`config.mk`:
```
export PLATFORM = sky130hd
export DESIGN_NAME = thread_interactivity_scorer
export DESIGN_NICKNAME = d
export VERILOG_FILES = /design/src/hw/rtl/tis_pkg.sv /design/src/hw/rtl/tis_table.sv /design/src/hw/rtl/tis_divider.sv /design/src/hw/rtl/tis_update.sv /design/src/hw/rtl/thread_interactivity_scorer.sv
export SDC_FILE = /design/constraint.sdc
export NUM_CORES = 2
export LEC_CHECK = 0
export BUFFER_PORTS_ARGS = -buffer_cell sky130_fd_sc_hd__buf_4
export CORE_MARGIN = 2
export CORE_UTILIZATION = 57
export CTS_CLUSTER_DIAMETER = 120
export DETAILED_ROUTE_END_ITERATION = 12
export GPL_ROUTABILITY_DRIVEN = 0
export MAX_ROUTING_LAYER = met4
export PLACE_DENSITY_LB_ADDON = 0.3
export SYNTH_ARGS = -nofsm -noshare
export SYNTH_HDL_FRONTEND = slang
export SYNTH_SLANG_ARGS = --single-unit
```
`constraint.sdc`:
```
create_clock -name clock -period 11.1 [get_ports clock]
set_input_delay 2.22 -clock clock [delete_from_list [all_inputs] [get_ports clock]]
set_output_delay 2.22 -clock clock [all_outputs]
set_load 0.02 [all_outputs]
```
`src/hw/rtl/tis_pkg.sv`:
```
// Shared types, widths, codes and reset values of the thread interactivity scorer.
`default_nettype none

package tis_pkg;

   // Field widths
   localparam int ACTION_W    = 2;
   localparam int IDX_W       = 6;
   localparam int CLASS_W     = 2;
   localparam int SLEPT_W     = 16;
   localparam int CNT_W       = 24;
   localparam int TOTAL_W     = CNT_W + 1;
   localparam int SCORE_W     = 9;
   localparam int SLICE_W     = 4;
   localparam int PRIO_W      = 4;
   localparam int THR_W       = 7;
   localparam int LIMIT_W     = 23;
   localparam int CAP_W       = 7;
   localparam int QUOT_W      = 8;
   localparam int CSR_IDX_W   = 3;
   localparam int CSR_DATA_W  = 23;

   localparam int THREAD_COUNT_DEF = 64;

   // Actions
   localparam logic [ACTION_W-1:0] ACT_RUN   = 2'd0;
   localparam logic [ACTION_W-1:0] ACT_TICK  = 2'd1;
   localparam logic [ACTION_W-1:0] ACT_WAKE  = 2'd2;
   localparam logic [ACTION_W-1:0] ACT_CLEAR = 2'd3;

   // Thread classes (anything else behaves as idle)
   localparam logic [CLASS_W-1:0] CLS_REALTIME  = 2'd0;
   localparam logic [CLASS_W-1:0] CLS_TIMESHARE = 2'd1;

   // Register indexes
   localparam logic [CSR_IDX_W-1:0] CSR_THRESHOLD   = 3'd0;
   localparam logic [CSR_IDX_W-1:0] CSR_EPOCH_LIMIT = 3'd1;
   localparam logic [CSR_IDX_W-1:0] CSR_BOOST_CAP   = 3'd2;
   localparam logic [CSR_IDX_W-1:0] CSR_SLICE_SHORT = 3'd3;
   localparam logic [CSR_IDX_W-1:0] CSR_SLICE_LONG  = 3'd4;
   localparam logic [CSR_IDX_W-1:0] CSR_SLICE_IDLE  = 3'd5;

   // Register reset values
   localparam logic [THR_W-1:0]   THRESHOLD_RST   = 7'd30;
   localparam logic [LIMIT_W-1:0] EPOCH_LIMIT_RST = 23'd1000;
   localparam logic [CAP_W-1:0]   BOOST_CAP_RST   = 7'd20;
   localparam logic [SLICE_W-1:0] SLICE_SHORT_RST = 4'd4;
   localparam logic [SLICE_W-1:0] SLICE_LONG_RST  = 4'd8;
   localparam logic [SLICE_W-1:0] SLICE_IDLE_RST  = 4'd10;

   // Score arithmetic
   localparam logic signed [SCORE_W-1:0] SCORE_MAX   = 9'sd127;
   localparam logic signed [SCORE_W-1:0] SCORE_FLOOR = -9'sd128;
   localparam logic signed [SCORE_W-1:0] DECAY_STEP  = 9'sd2;

   // x/5 = (x*205)>>10 for x < 1024; x/20 = (x*205)>>12 for x < 1024
   localparam logic [7:0] RECIP_205   = 8'd205;
   localparam int         DIV5_SHIFT  = 10;
   localparam int         DIV20_SHIFT = 12;
   localparam logic [3:0] BOOST_DEN   = 4'd10;

   typedef struct packed {
      logic [CNT_W-1:0]          run_count;
      logic [CNT_W-1:0]          sleep_count;
      logic signed [SCORE_W-1:0] score;
      logic [SLICE_W-1:0]        slice;
   } entry_type;

   typedef struct packed {
      logic [THR_W-1:0]   threshold;
      logic [LIMIT_W-1:0] epoch_limit;
      logic [CAP_W-1:0]   boost_cap;
      logic [SLICE_W-1:0] slice_short;
      logic [SLICE_W-1:0] slice_long;
      logic [SLICE_W-1:0] slice_idle;
   } cfg_type;

endpackage

`default_nettype wire

```
`src/hw/rtl/tis_table.sv`:
```
// Thread entry memory: one write port, one registered read port.
`default_nettype none

module tis_table import tis_pkg::*; #(
   parameter int THREAD_COUNT = THREAD_COUNT_DEF,
   parameter int ADDR_W       = 6
) (
   input  wire logic              clock,
   input  wire logic              wr_en,
   input  wire logic [ADDR_W-1:0] wr_addr,
   input  wire entry_type         wr_data,
   input  wire logic              rd_en,
   input  wire logic [ADDR_W-1:0] rd_addr,
   output entry_type              rd_data
);

   entry_type mem [THREAD_COUNT];
   entry_type rd_data_ff;

   always_ff @(posedge clock) begin
      if (wr_en) begin
         mem[wr_addr] <= wr_data;
      end
   end

   always_ff @(posedge clock) begin
      if (rd_en) begin
         rd_data_ff <= mem[rd_addr];
      end
   end

   assign rd_data = rd_data_ff;

endmodule

`default_nettype wire

```
`src/hw/rtl/tis_divider.sv`:
```
// Restoring divider for the score ratio, one quotient bit per cycle.
`default_nettype none

module tis_divider import tis_pkg::*; (
   input  wire logic               clock,
   input  wire logic               reset,
   input  wire logic               start,
   input  wire logic [CNT_W-1:0]   dividend,
   input  wire logic [TOTAL_W-1:0] divisor,
   output logic                    done,
   output logic [QUOT_W-1:0]       quotient
);

   localparam int REM_W = TOTAL_W + 1;
   localparam int CNT_BITS = $clog2(QUOT_W);

   logic [REM_W-1:0]    rem_ff, rem_in;
   logic [TOTAL_W-1:0]  div_ff;
   logic [QUOT_W-1:0]   quot_ff;
   logic [CNT_BITS-1:0] step_ff;
   logic                first_ff;
   logic                busy_ff, busy_in;
   logic                done_ff, done_in;
   logic [REM_W-1:0]    trial;
   logic                fits;

   // The dividend never exceeds the divisor, so the remainder stays below it
   assign trial  = first_ff ? rem_ff : {rem_ff[REM_W-2:0], 1'b0};
   assign fits   = trial >= {1'b0, div_ff};
   assign rem_in = fits ? trial - {1'b0, div_ff} : trial;

   always_comb begin
      busy_in = busy_ff;
      done_in = 1'b0;
      if (start) begin
         busy_in = 1'b1;
      end else if (busy_ff && step_ff == CNT_BITS'(QUOT_W - 1)) begin
         busy_in = 1'b0;
         done_in = 1'b1;
      end
   end

   always_ff @(posedge clock) begin
      if (reset) begin
         busy_ff <= 1'b0;
         done_ff <= 1'b0;
      end else begin
         busy_ff <= busy_in;
         done_ff <= done_in;
      end
   end

   always_ff @(posedge clock) begin
      if (start) begin
         rem_ff   <= REM_W'(dividend);
         div_ff   <= divisor;
         quot_ff  <= '0;
         step_ff  <= '0;
         first_ff <= 1'b1;
      end else if (busy_ff) begin
         rem_ff   <= rem_in;
         quot_ff  <= {quot_ff[QUOT_W-2:0], fits};
         step_ff  <= step_ff + 1'b1;
         first_ff <= 1'b0;
      end
   end

   assign done     = done_ff;
   assign quotient = quot_ff;

`ifndef NO_ASSERTIONS
   a_start_idle: assert property (@(posedge clock) disable iff (reset)
      start |-> !busy_ff)
      else $error("divider started while busy");
`endif

endmodule

`default_nettype wire

```
`src/hw/rtl/tis_update.sv`:
```
// Next entry value for one event: counters, score and slice.
`default_nettype none

module tis_update import tis_pkg::*; (
   input  wire entry_type              cur_entry,
   input  wire logic [ACTION_W-1:0]    action,
   input  wire logic [CLASS_W-1:0]     thread_class,
   input  wire logic [SLEPT_W-1:0]     slept_ticks,
   input  wire cfg_type                cfg,
   input  wire logic [TOTAL_W-1:0]     total,
   input  wire logic                   total_neg,
   input  wire logic [QUOT_W-1:0]      quotient,
   output entry_type                   nxt_entry
);

   localparam logic [CNT_W-1:0] CNT_MAX = {CNT_W{1'b1}};

   logic                      is_ts;
   logic signed [SCORE_W-1:0] thr_s;
   logic signed [SCORE_W-1:0] run_score;
   logic [CNT_W:0]            run_inc;
   logic [CNT_W:0]            sleep_sum;
   logic [SLEPT_W+1:0]        slept_x4;
   logic [10:0]               cap_lim;
   logic [17:0]               small_prod;
   logic [CAP_W-1:0]          boost;
   logic signed [SCORE_W:0]   wake_sum;
   logic signed [SCORE_W-1:0] wake_score;
   logic [SLICE_W:0]          slice_sum;
   logic [SLICE_W-1:0]        ts_slice;

   assign is_ts = thread_class == CLS_TIMESHARE;
   assign thr_s = $signed({2'b00, cfg.threshold});

   // Ratio magnitude is at most 128; only the positive side needs clamping
   always_comb begin
      if (total == '0) begin
         run_score = '0;
      end else if (total_neg) begin
         run_score = -$signed({1'b0, quotient});
      end else if (quotient[QUOT_W-1]) begin
         run_score = SCORE_MAX;
      end else begin
         run_score = $signed({1'b0, quotient});
      end
   end

   assign run_inc   = {1'b0, cur_entry.run_count} + (CNT_W+1)'(1);
   assign sleep_sum = {1'b0, cur_entry.sleep_count} + (CNT_W+1)'(slept_ticks);

   // Boost = min(slept*4/10, cap). Past the cap only the compare matters,
   // below it slept < 320 and slept*2/5 comes from a reciprocal.
   assign slept_x4   = {slept_ticks, 2'b00};
   assign cap_lim    = (11'(cfg.boost_cap) + 11'd1) * 11'(BOOST_DEN);
   assign small_prod = 18'({slept_ticks[8:0], 1'b0}) * 18'(RECIP_205);
   assign boost      = (slept_x4 >= (SLEPT_W+2)'(cap_lim)) ? cfg.boost_cap
                                                             : small_prod[DIV5_SHIFT +: CAP_W];

   assign wake_sum   = {cur_entry.score[SCORE_W-1], cur_entry.score}
                     + $signed({3'b000, boost});
   assign wake_score = (wake_sum > 10'sd127) ? SCORE_MAX : wake_sum[SCORE_W-1:0];

   assign slice_sum = {1'b0, cfg.slice_short} + {1'b0, cfg.slice_long};

   always_comb begin
      if (wake_score > thr_s) begin
         ts_slice = cfg.slice_short;
      end else if (wake_score < -thr_s) begin
         ts_slice = cfg.slice_long;
      end else begin
         ts_slice = slice_sum[SLICE_W:1];
      end
   end

   always_comb begin
      nxt_entry = cur_entry;
      case (action)
         ACT_RUN: begin
            if (is_ts) begin
               nxt_entry.score = run_score;
               if (total > TOTAL_W'(cfg.epoch_limit)) begin
                  nxt_entry.run_count   = cur_entry.run_count >> 1;
                  nxt_entry.sleep_count = cur_entry.sleep_count >> 1;
               end
            end
         end
         ACT_TICK: begin
            nxt_entry.run_count = run_inc[CNT_W] ? CNT_MAX : run_inc[CNT_W-1:0];
            if (cur_entry.slice != '0) begin
               nxt_entry.slice = cur_entry.slice - 1'b1;
            end
            if (is_ts && cur_entry.score > SCORE_FLOOR) begin
               nxt_entry.score = cur_entry.score - DECAY_STEP;
            end
         end
         ACT_WAKE: begin
            nxt_entry.sleep_count = sleep_sum[CNT_W] ? CNT_MAX : sleep_sum[CNT_W-1:0];
            if (thread_class == CLS_REALTIME) begin
               nxt_entry.slice = cfg.slice_short;
            end else if (is_ts) begin
               nxt_entry.score = wake_score;
               nxt_entry.slice = ts_slice;
            end else begin
               nxt_entry.slice = cfg.slice_idle;
            end
         end
         ACT_CLEAR: begin
            nxt_entry = '0;
         end
         default: begin
            nxt_entry = cur_entry;
         end
      endcase
   end

endmodule

`default_nettype wire

```
`src/hw/rtl/thread_interactivity_scorer.sv`:
```
// Top level of the thread interactivity scorer: control, registers and result stage.
//
// Usage:
//   req_*  : one event beat (action, thread_index, thread_class, slept_ticks),
//            taken when req_valid is high and req_stall is low.
//   rsp_*  : one result beat per event (score, slice_left, is_interactive,
//            priority_adjust), taken when rsp_valid is high and rsp_stall low.
//   csr_*  : register writes, index and data, taken when csr_valid is high;
//            csr_ready is always high. Write only while no event is in flight.
// Flow: an accepted in-table event passes the read, update and result
//   states; a timeshare run with a nonzero counter sum also passes the
//   divide state, where the divider forms the score ratio. One event is in
//   flight at a time, so a new beat is taken only once the previous one has
//   left the result state, as the entry memory's read, modify and write-back need.
// Reset: synchronous. Afterwards the block sweeps the entry memory to zero,
//   one entry per cycle, with req_stall high.
// Receiver stall: a finished result waits in the output register; the next
//   event is taken and worked on, and holds in its result state until the
//   output register frees up.
`default_nettype none

module thread_interactivity_scorer import tis_pkg::*; #(
   parameter int THREAD_COUNT = THREAD_COUNT_DEF
) (
   input  wire logic                      clock,
   input  wire logic                      reset,
   // event channel
   input  wire logic                      req_valid,
   output logic                           req_stall,
   input  wire logic [ACTION_W-1:0]       req_action,
   input  wire logic [IDX_W-1:0]          req_thread_index,
   input  wire logic [CLASS_W-1:0]        req_thread_class,
   input  wire logic [SLEPT_W-1:0]        req_slept_ticks,
   // result channel
   output logic                           rsp_valid,
   input  wire logic                      rsp_stall,
   output logic signed [SCORE_W-1:0]      rsp_score,
   output logic [SLICE_W-1:0]             rsp_slice_left,
   output logic                           rsp_is_interactive,
   output logic signed [PRIO_W-1:0]       rsp_priority_adjust,
   // register write channel
   input  wire logic                      csr_valid,
   output logic                           csr_ready,
   input  wire logic [CSR_IDX_W-1:0]      csr_index,
   input  wire logic [CSR_DATA_W-1:0]     csr_data
);

   localparam int ADDR_W = (THREAD_COUNT > 1) ? $clog2(THREAD_COUNT) : 1;

   localparam logic [2:0] ST_CLEAR  = 3'd0;
   localparam logic [2:0] ST_IDLE   = 3'd1;
   localparam logic [2:0] ST_READ   = 3'd2;
   localparam logic [2:0] ST_DIV    = 3'd3;
   localparam logic [2:0] ST_UPDATE = 3'd4;
   localparam logic [2:0] ST_RESULT = 3'd5;

   logic [2:0]                state_ff, state_in;
   logic [ADDR_W-1:0]         clear_addr_ff;
   cfg_type                   cfg_ff;

   // event held for the duration of its work
   logic [ACTION_W-1:0]       act_ff;
   logic [IDX_W-1:0]          idx_ff;
   logic [CLASS_W-1:0]        cls_ff;
   logic [SLEPT_W-1:0]        slept_ff;
   logic                      idx_ok_ff;
   logic [TOTAL_W-1:0]        total_ff;
   logic                      neg_ff;
   logic signed [SCORE_W-1:0] score_ff;
   logic [SLICE_W-1:0]        slice_ff;

   // result register
   logic                      rsp_valid_ff, rsp_valid_in;
   logic signed [SCORE_W-1:0] rsp_score_ff;
   logic [SLICE_W-1:0]        rsp_slice_ff;
   logic                      rsp_inter_ff;
   logic signed [PRIO_W-1:0]  rsp_prio_ff;

   logic                      req_accept;
   logic                      req_idx_ok;
   logic                      rsp_load;

   entry_type                 tbl_rd_data;
   entry_type                 tbl_wr_data;
   entry_type                 upd_entry;
   logic                      tbl_wr_en;
   logic [ADDR_W-1:0]         tbl_wr_addr;

   logic [TOTAL_W-1:0]        total_w;
   logic                      neg_w;
   logic [CNT_W-1:0]          mag_w;
   logic                      div_start;
   logic                      div_done;
   logic [QUOT_W-1:0]         div_quot;

   // output stage arithmetic
   logic signed [SCORE_W-1:0] thr_s;
   logic signed [SCORE_W:0]   sc10;
   logic signed [SCORE_W:0]   thr10;
   logic                      above;
   logic                      below;
   logic signed [SCORE_W:0]   excess10;
   logic [15:0]               prio_prod;
   logic [PRIO_W-1:0]         prio_mag;
   logic signed [PRIO_W-1:0]  prio_w;

   assign req_stall  = state_ff != ST_IDLE;
   assign req_accept = req_valid && !req_stall;
   assign req_idx_ok = 32'(req_thread_index) < 32'(THREAD_COUNT);
   assign csr_ready  = 1'b1;

   // ---------------------------------------------------------------
   // Register file; writes past the list drop
   // ---------------------------------------------------------------
   always_ff @(posedge clock) begin
      if (reset) begin
         cfg_ff.threshold   <= THRESHOLD_RST;
         cfg_ff.epoch_limit <= EPOCH_LIMIT_RST;
         cfg_ff.boost_cap   <= BOOST_CAP_RST;
         cfg_ff.slice_short <= SLICE_SHORT_RST;
         cfg_ff.slice_long  <= SLICE_LONG_RST;
         cfg_ff.slice_idle  <= SLICE_IDLE_RST;
      end else if (csr_valid && csr_ready) begin
         case (csr_index)
            CSR_THRESHOLD:   cfg_ff.threshold   <= csr_data[THR_W-1:0];
            CSR_EPOCH_LIMIT: cfg_ff.epoch_limit <= csr_data[LIMIT_W-1:0];
            CSR_BOOST_CAP:   cfg_ff.boost_cap   <= csr_data[CAP_W-1:0];
            CSR_SLICE_SHORT: cfg_ff.slice_short <= csr_data[SLICE_W-1:0];
            CSR_SLICE_LONG:  cfg_ff.slice_long  <= csr_data[SLICE_W-1:0];
            CSR_SLICE_IDLE:  cfg_ff.slice_idle  <= csr_data[SLICE_W-1:0];
            default: begin
            end
         endcase
      end
   end

   // ---------------------------------------------------------------
   // Entry memory, divider and update logic
   // ---------------------------------------------------------------
   // Only the update state writes an event's entry; the sweep writes zeros
   assign tbl_wr_en   = (state_ff == ST_CLEAR) || (state_ff == ST_UPDATE);
   assign tbl_wr_addr = (state_ff == ST_CLEAR) ? clear_addr_ff : ADDR_W'(idx_ff);
   assign tbl_wr_data = (state_ff == ST_CLEAR) ? '0 : upd_entry;

   tis_table #(
      .THREAD_COUNT (THREAD_COUNT),
      .ADDR_W       (ADDR_W)
   ) u_table (
      .clock   (clock),
      .wr_en   (tbl_wr_en),
      .wr_addr (tbl_wr_addr),
      .wr_data (tbl_wr_data),
      .rd_en   (req_accept),
      .rd_addr (ADDR_W'(req_thread_index)),
      .rd_data (tbl_rd_data)
   );

   // Counter sum and |sleep - run| straight off the read port
   assign total_w = {1'b0, tbl_rd_data.run_count} + {1'b0, tbl_rd_data.sleep_count};
   assign neg_w   = tbl_rd_data.sleep_count < tbl_rd_data.run_count;
   assign mag_w   = neg_w ? tbl_rd_data.run_count - tbl_rd_data.sleep_count
                          : tbl_rd_data.sleep_count - tbl_rd_data.run_count;

   assign div_start = (state_ff == ST_READ) && (act_ff == ACT_RUN)
                   && (cls_ff == CLS_TIMESHARE) && (total_w != '0);

   tis_divider u_divider (
      .clock    (clock),
      .reset    (reset),
      .start    (div_start),
      .dividend (mag_w),
      .divisor  (total_w),
      .done     (div_done),
      .quotient (div_quot)
   );

   tis_update u_update (
      .cur_entry    (tbl_rd_data),
      .action       (act_ff),
      .thread_class (cls_ff),
      .slept_ticks  (slept_ff),
      .cfg          (cfg_ff),
      .total        (total_ff),
      .total_neg    (neg_ff),
      .quotient     (div_quot),
      .nxt_entry    (upd_entry)
   );

   // ---------------------------------------------------------------
   // Sequencer
   // ---------------------------------------------------------------
   assign rsp_load = (state_ff == ST_RESULT) && (!rsp_valid_ff || !rsp_stall);

   always_comb begin
      state_in = state_ff;
      case (state_ff)
         ST_CLEAR: begin
            if (clear_addr_ff == ADDR_W'(THREAD_COUNT - 1)) begin
               state_in = ST_IDLE;
            end
         end
         ST_IDLE: begin
            if (req_accept) begin
               state_in = req_idx_ok ? ST_READ : ST_RESULT;
            end
         end
         ST_READ: begin
            state_in = div_start ? ST_DIV : ST_UPDATE;
         end
         ST_DIV: begin
            if (div_done) begin
               state_in = ST_UPDATE;
            end
         end
         ST_UPDATE: begin
            state_in = ST_RESULT;
         end
         ST_RESULT: begin
            if (rsp_load) begin
               state_in = ST_IDLE;
            end
         end
         default: begin
            state_in = ST_IDLE;
         end
      endcase
   end

   always_ff @(posedge clock) begin
      if (reset) begin
         state_ff      <= ST_CLEAR;
         clear_addr_ff <= '0;
      end else begin
         state_ff <= state_in;
         if (state_ff == ST_CLEAR) begin
            clear_addr_ff <= clear_addr_ff + 1'b1;
         end
      end
   end

   // Hold the event; counter sum and sign for update, score and slice for result
   always_ff @(posedge clock) begin
      if (req_accept) begin
         act_ff    <= req_action;
         idx_ff    <= req_thread_index;
         cls_ff    <= req_thread_class;
         slept_ff  <= req_slept_ticks;
         idx_ok_ff <= req_idx_ok;
      end
      if (state_ff == ST_READ) begin
         total_ff <= total_w;
         neg_ff   <= neg_w;
      end
      if (state_ff == ST_UPDATE) begin
         score_ff <= upd_entry.score;
         slice_ff <= upd_entry.slice;
      end
   end

   // ---------------------------------------------------------------
   // Result stage: interactive flag and priority adjustment
   // ---------------------------------------------------------------
   assign thr_s = $signed({2'b00, cfg_ff.threshold});
   assign sc10  = {score_ff[SCORE_W-1], score_ff};
   assign thr10 = $signed({3'b000, cfg_ff.threshold});
   assign above = score_ff > thr_s;
   assign below = score_ff < -thr_s;

   // Distance past the threshold is at most 129; divide by 20 via reciprocal
   always_comb begin
      if (above) begin
         excess10 = sc10 - thr10;
      end else if (below) begin
         excess10 = -sc10 - thr10;
      end else begin
         excess10 = '0;
      end
   end

   assign prio_prod = 16'(excess10[7:0]) * 16'(RECIP_205);
   assign prio_mag  = prio_prod[DIV20_SHIFT +: PRIO_W];

   always_comb begin
      if (cls_ff != CLS_TIMESHARE) begin
         prio_w = '0;
      end else if (above) begin
         prio_w = -$signed(prio_mag);
      end else begin
         prio_w = $signed(prio_mag);
      end
   end

   always_comb begin
      rsp_valid_in = rsp_valid_ff && rsp_stall;
      if (rsp_load) begin
         rsp_valid_in = 1'b1;
      end
   end

   always_ff @(posedge clock) begin
      if (reset) begin
         rsp_valid_ff <= 1'b0;
      end else begin
         rsp_valid_ff <= rsp_valid_in;
      end
   end

   // Out-of-table events answer with all zeros
   always_ff @(posedge clock) begin
      if (rsp_load) begin
         if (idx_ok_ff) begin
            rsp_score_ff <= score_ff;
            rsp_slice_ff <= slice_ff;
            rsp_inter_ff <= above;
            rsp_prio_ff  <= prio_w;
         end else begin
            rsp_score_ff <= '0;
            rsp_slice_ff <= '0;
            rsp_inter_ff <= 1'b0;
            rsp_prio_ff  <= '0;
         end
      end
   end

   assign rsp_valid           = rsp_valid_ff;
   assign rsp_score           = rsp_score_ff;
   assign rsp_slice_left      = rsp_slice_ff;
   assign rsp_is_interactive  = rsp_inter_ff;
   assign rsp_priority_adjust = rsp_prio_ff;

`ifndef NO_ASSERTIONS
   a_div_done_in_div: assert property (@(posedge clock) disable iff (reset)
      div_done |-> (state_ff == ST_DIV))
      else $error("divider finished outside the divide state");

   a_bad_index_skips: assert property (@(posedge clock) disable iff (reset)
      (req_accept && !req_idx_ok) |=> (state_ff == ST_RESULT))
      else $error("out-of-table event entered the memory path");

   a_write_ok: assert property (@(posedge clock) disable iff (reset)
      tbl_wr_en |-> ((state_ff == ST_CLEAR) || idx_ok_ff))
      else $error("entry write for an out-of-table index");

   a_prio_range: assert property (@(posedge clock) disable iff (reset)
      rsp_valid |-> ((rsp_priority_adjust >= -4'sd6) && (rsp_priority_adjust <= 4'sd6)))
      else $error("priority adjustment out of range");
`endif

endmodule

`default_nettype wire
```
==> impl_metrics.yaml <==
route:
  ant_nets: 0
  drtIter0Drc: 15890
  via_per_inst: 7.121
  drc: 0
  wl_met3_mm: 69.47
  routed-via-count: 91590
  met2_length_mm: 230.8
  wl_met1_mm: 169.3
  wl_per_cell_microns: 38.37
  totalWireLength_mm: 493.5
  dr.max_layer_used: "met4"
  first_pass_iters: 6
cts:
  cts_setup_buffers: 0
  clock_latency_ns: 1.00
  cts_hold_buf: 0
  cts_num_sinks: 4172
  h-tree-depth: 5
  cts_made_buffers: 403
  path_clk_slew_ns: 0.07
  cts_resized: 0
  clock_tree.buffer_depth: 4
  cts_root_buf: "clkbuf_16"
  cts_tree: "built"
run:
  cap_violations: 0
synthesis:
  syn_nets: 8610
  async_flop_share_pct: 0
  syn-mean-instance-area_sq_um: 20.82
  yosysUniqueCellTypes: 75
  synth_seq_area_share_pct: 72.79
  synth_area_sq_mm: 0.1711
  synth_edf_count: 4097
  synth.top_cell.area_share_pct: 71.91
  synth_cells: 8218
  synth_area_leaders: "edfxtp_1 72%, mux4_2 17%, ha_1 2.2%, dfxtp_1 0.88%, a21oi_1 0.66%"
  ys.flop_type: "edfxtp_1"
  ys_warn_count: 0
  yosysTopAreaCell: "edfxtp_1"
  synth_seq_cells: 4172
floorplanning:
  placement_rows: 201
  start_util_pct: 57.16
  core-area_sq_mm: 0.2993
  die_w_microns: 551.8
  die_area_sq_mm: 0.3045
  die_height_microns: 551.8
  io_pins: 78
critical_path:
  endpoint_kind: "register"
  crit_type: "reg -> reg"
  crit_slowest_cell: "and2_2"
  startpoint_type: "register"
  arrival_ns: 10.61
  slowest_delay_ns: 0.90
  path_max_fanout: 64
  crit_required_ns: 11.68
grt:
  gr-usage-all-layers_pct: 33.47
  antenna_found_initial: 19
  grt_pass1_wl_mm: 686.3
  grt_overflow_total: 0
  grt_pass1_vias: 89180
  grt_max_degree: 150
power:
  netSwitchingFraction_pct: 21.13
  seqPwrFrac_pct: 53.5
  clock_power_share_pct: 41.9
  power.net_switching_mw: 6.780
  power_frac_comb_pct: 4.6
  power.internal_mw: 25.31
  finalPower_mw: 32.09
  peakVddDrop_v: 0.0001300
  powerDensity_mw_per_mm2: 167.8
  p_leak_nw: 61.04
finish:
  final_common_cell: "edfxtp_1"
  nets: 8949
  drive_above_1_share_pct: 26.41
  layout-area-overhead-vs-synth_pct: 11.76
  post-route-util_pct: 63.88
  final_cell_mix: "4097 x edfxtp_1, 1277 x mux4_2, 408 x clkbuf_16, 300 x ha_1, 294 x buf_4"
sta:
  drv_slew: 0
  fin_ws_ns: 1.065
  timing.hold.ws_ns: 0.4559
  slew_headroom_pct: 4.160
  final.setup_skew_ns: 0.08507
  setup_viol: 0
  finalHoldViolCount: 0
  fin_crit_sh_pct: 90.40
  tightest_slew_ns: 1.434
  rsz0062_at_grt: "no"
  setup_tns_ns: 0
  fmax_mhz: 99.65
  fin_crit_ns: 10.03
placement:
  hpwl_mm: 254.5
  io_buffers: 76
  post-place-ws_ns: 1.479
run_status:
  status: "completed"
hold_path:
  worstHoldPathType: "reg -> reg"
worst max-delay path: cells and delay by family, from the launching register on:
family | cells | cell delay (ns)
compound gates | 15 | 3.69
xor+xnor | 1 | 0.13
mux | 2 | 0.36
simple gates | 7 | 2.04
fa+ha+maj | 7 | 2.86
flops | 1 | 0.51
power by group through the flow:
stage / Clock, mW / Sequential, mW / Combinational, mW
floorplan: 0 / 17.5 / 0.972
global placement: 0 / 17.5 / 1.42
detailed placement: 0 / 17.5 / 1.43
CTS: 13.5 / 17.2 / 1.45
global route: 14.1 / 17.2 / 1.53
finish: 13.4 / 17.2 / 1.46
routing by layer:
metal | global-route usage [%] | vias to the layer above
met2 | 50.08 | 7511
li1 | - | 34860
met4 | 13.12 | 0
met1 | 44.13 | 47910
met5 | - | -
met3 | 9.249 | 1310
cells by family after synthesis:
logic type	share of synthesized area, %
xor+xnor	0.7014
mux	17.74
flops	72.79
fa+ha+maj	2.604
other cells	0.002192
compound gates	2.498
buf+inv	1.384
simple gates	2.283
sequential cells by signal, indices dropped and copies added (netlist names), 2 cells and up:
register,count
u_table.mem,3904
u_table.rd_data,61
cfg_ff,49
u_divider.rem_ff,26
total_ff,25
u_divider.div_ff,25
slept_ff,16
rsp_score,9
score_ff,9
u_divider.quotient,8
clear_addr_ff,6
idx_ff,6
rsp_priority_adjust,4
rsp_slice_left,4
slice_ff,4
state_ff,3
u_divider.step_ff,3
act_ff,2
cls_ff,2
cells in the mapped netlist (56+ instances only):
cell / n
o21ai_0: 148
inv_1: 234
edfxtp_1: 4097
nand3_1: 67
xnor2_1: 100
dfxtp_1: 75
nor2_1: 270
nand2_1: 223
buf_1: 95
clkbuf_1: 281
ha_1: 300
mux4_2: 1277
a21oi_1: 225
a21o_1: 56
mux2i_1: 103
path summary, 6_finish.rpt:
path | from | to | slack [ns] | cells after the start
min | cfg_ff[39]$_SDFFE_PP0P_ | cfg_ff[39]$_SDFFE_PP0P_ | 0.46 | 2
max reg2reg | slept_ff[1]$_DFFE_PP_ | u_table.mem[51][1]$_DFFE_PP_ | 1.07 | 32
min reg2reg | cfg_ff[39]$_SDFFE_PP0P_ | cfg_ff[39]$_SDFFE_PP0P_ | 0.46 | 2
max | slept_ff[1]$_DFFE_PP_ | u_table.mem[51][1]$_DFFE_PP_ | 1.07 | 32
area by class of cell:
type                    count  area, sq um
well taps                3958         4952
clock buffers             497        10600
fillers                 19010       108100
flip-flops and latches   4172       124500
clock inverters           240         2226
multi-input cells        3424        45250
diodes                     15        37.54
inverters                 236        885.9
repair buffers            320         2703
stage by stage:
stage / cells / cell area, sq um
2_1_floorplan: 8218 / 171100
3_3_place_gp: 12110 / 178200
3_5_place_dp: 12110 / 178200
4_1_cts: 12840 / 191100
5_1_grt: 12860 / 191200
6_report: 12860 / 191200
No activity file was read; power rests on OpenSTA's default activity.
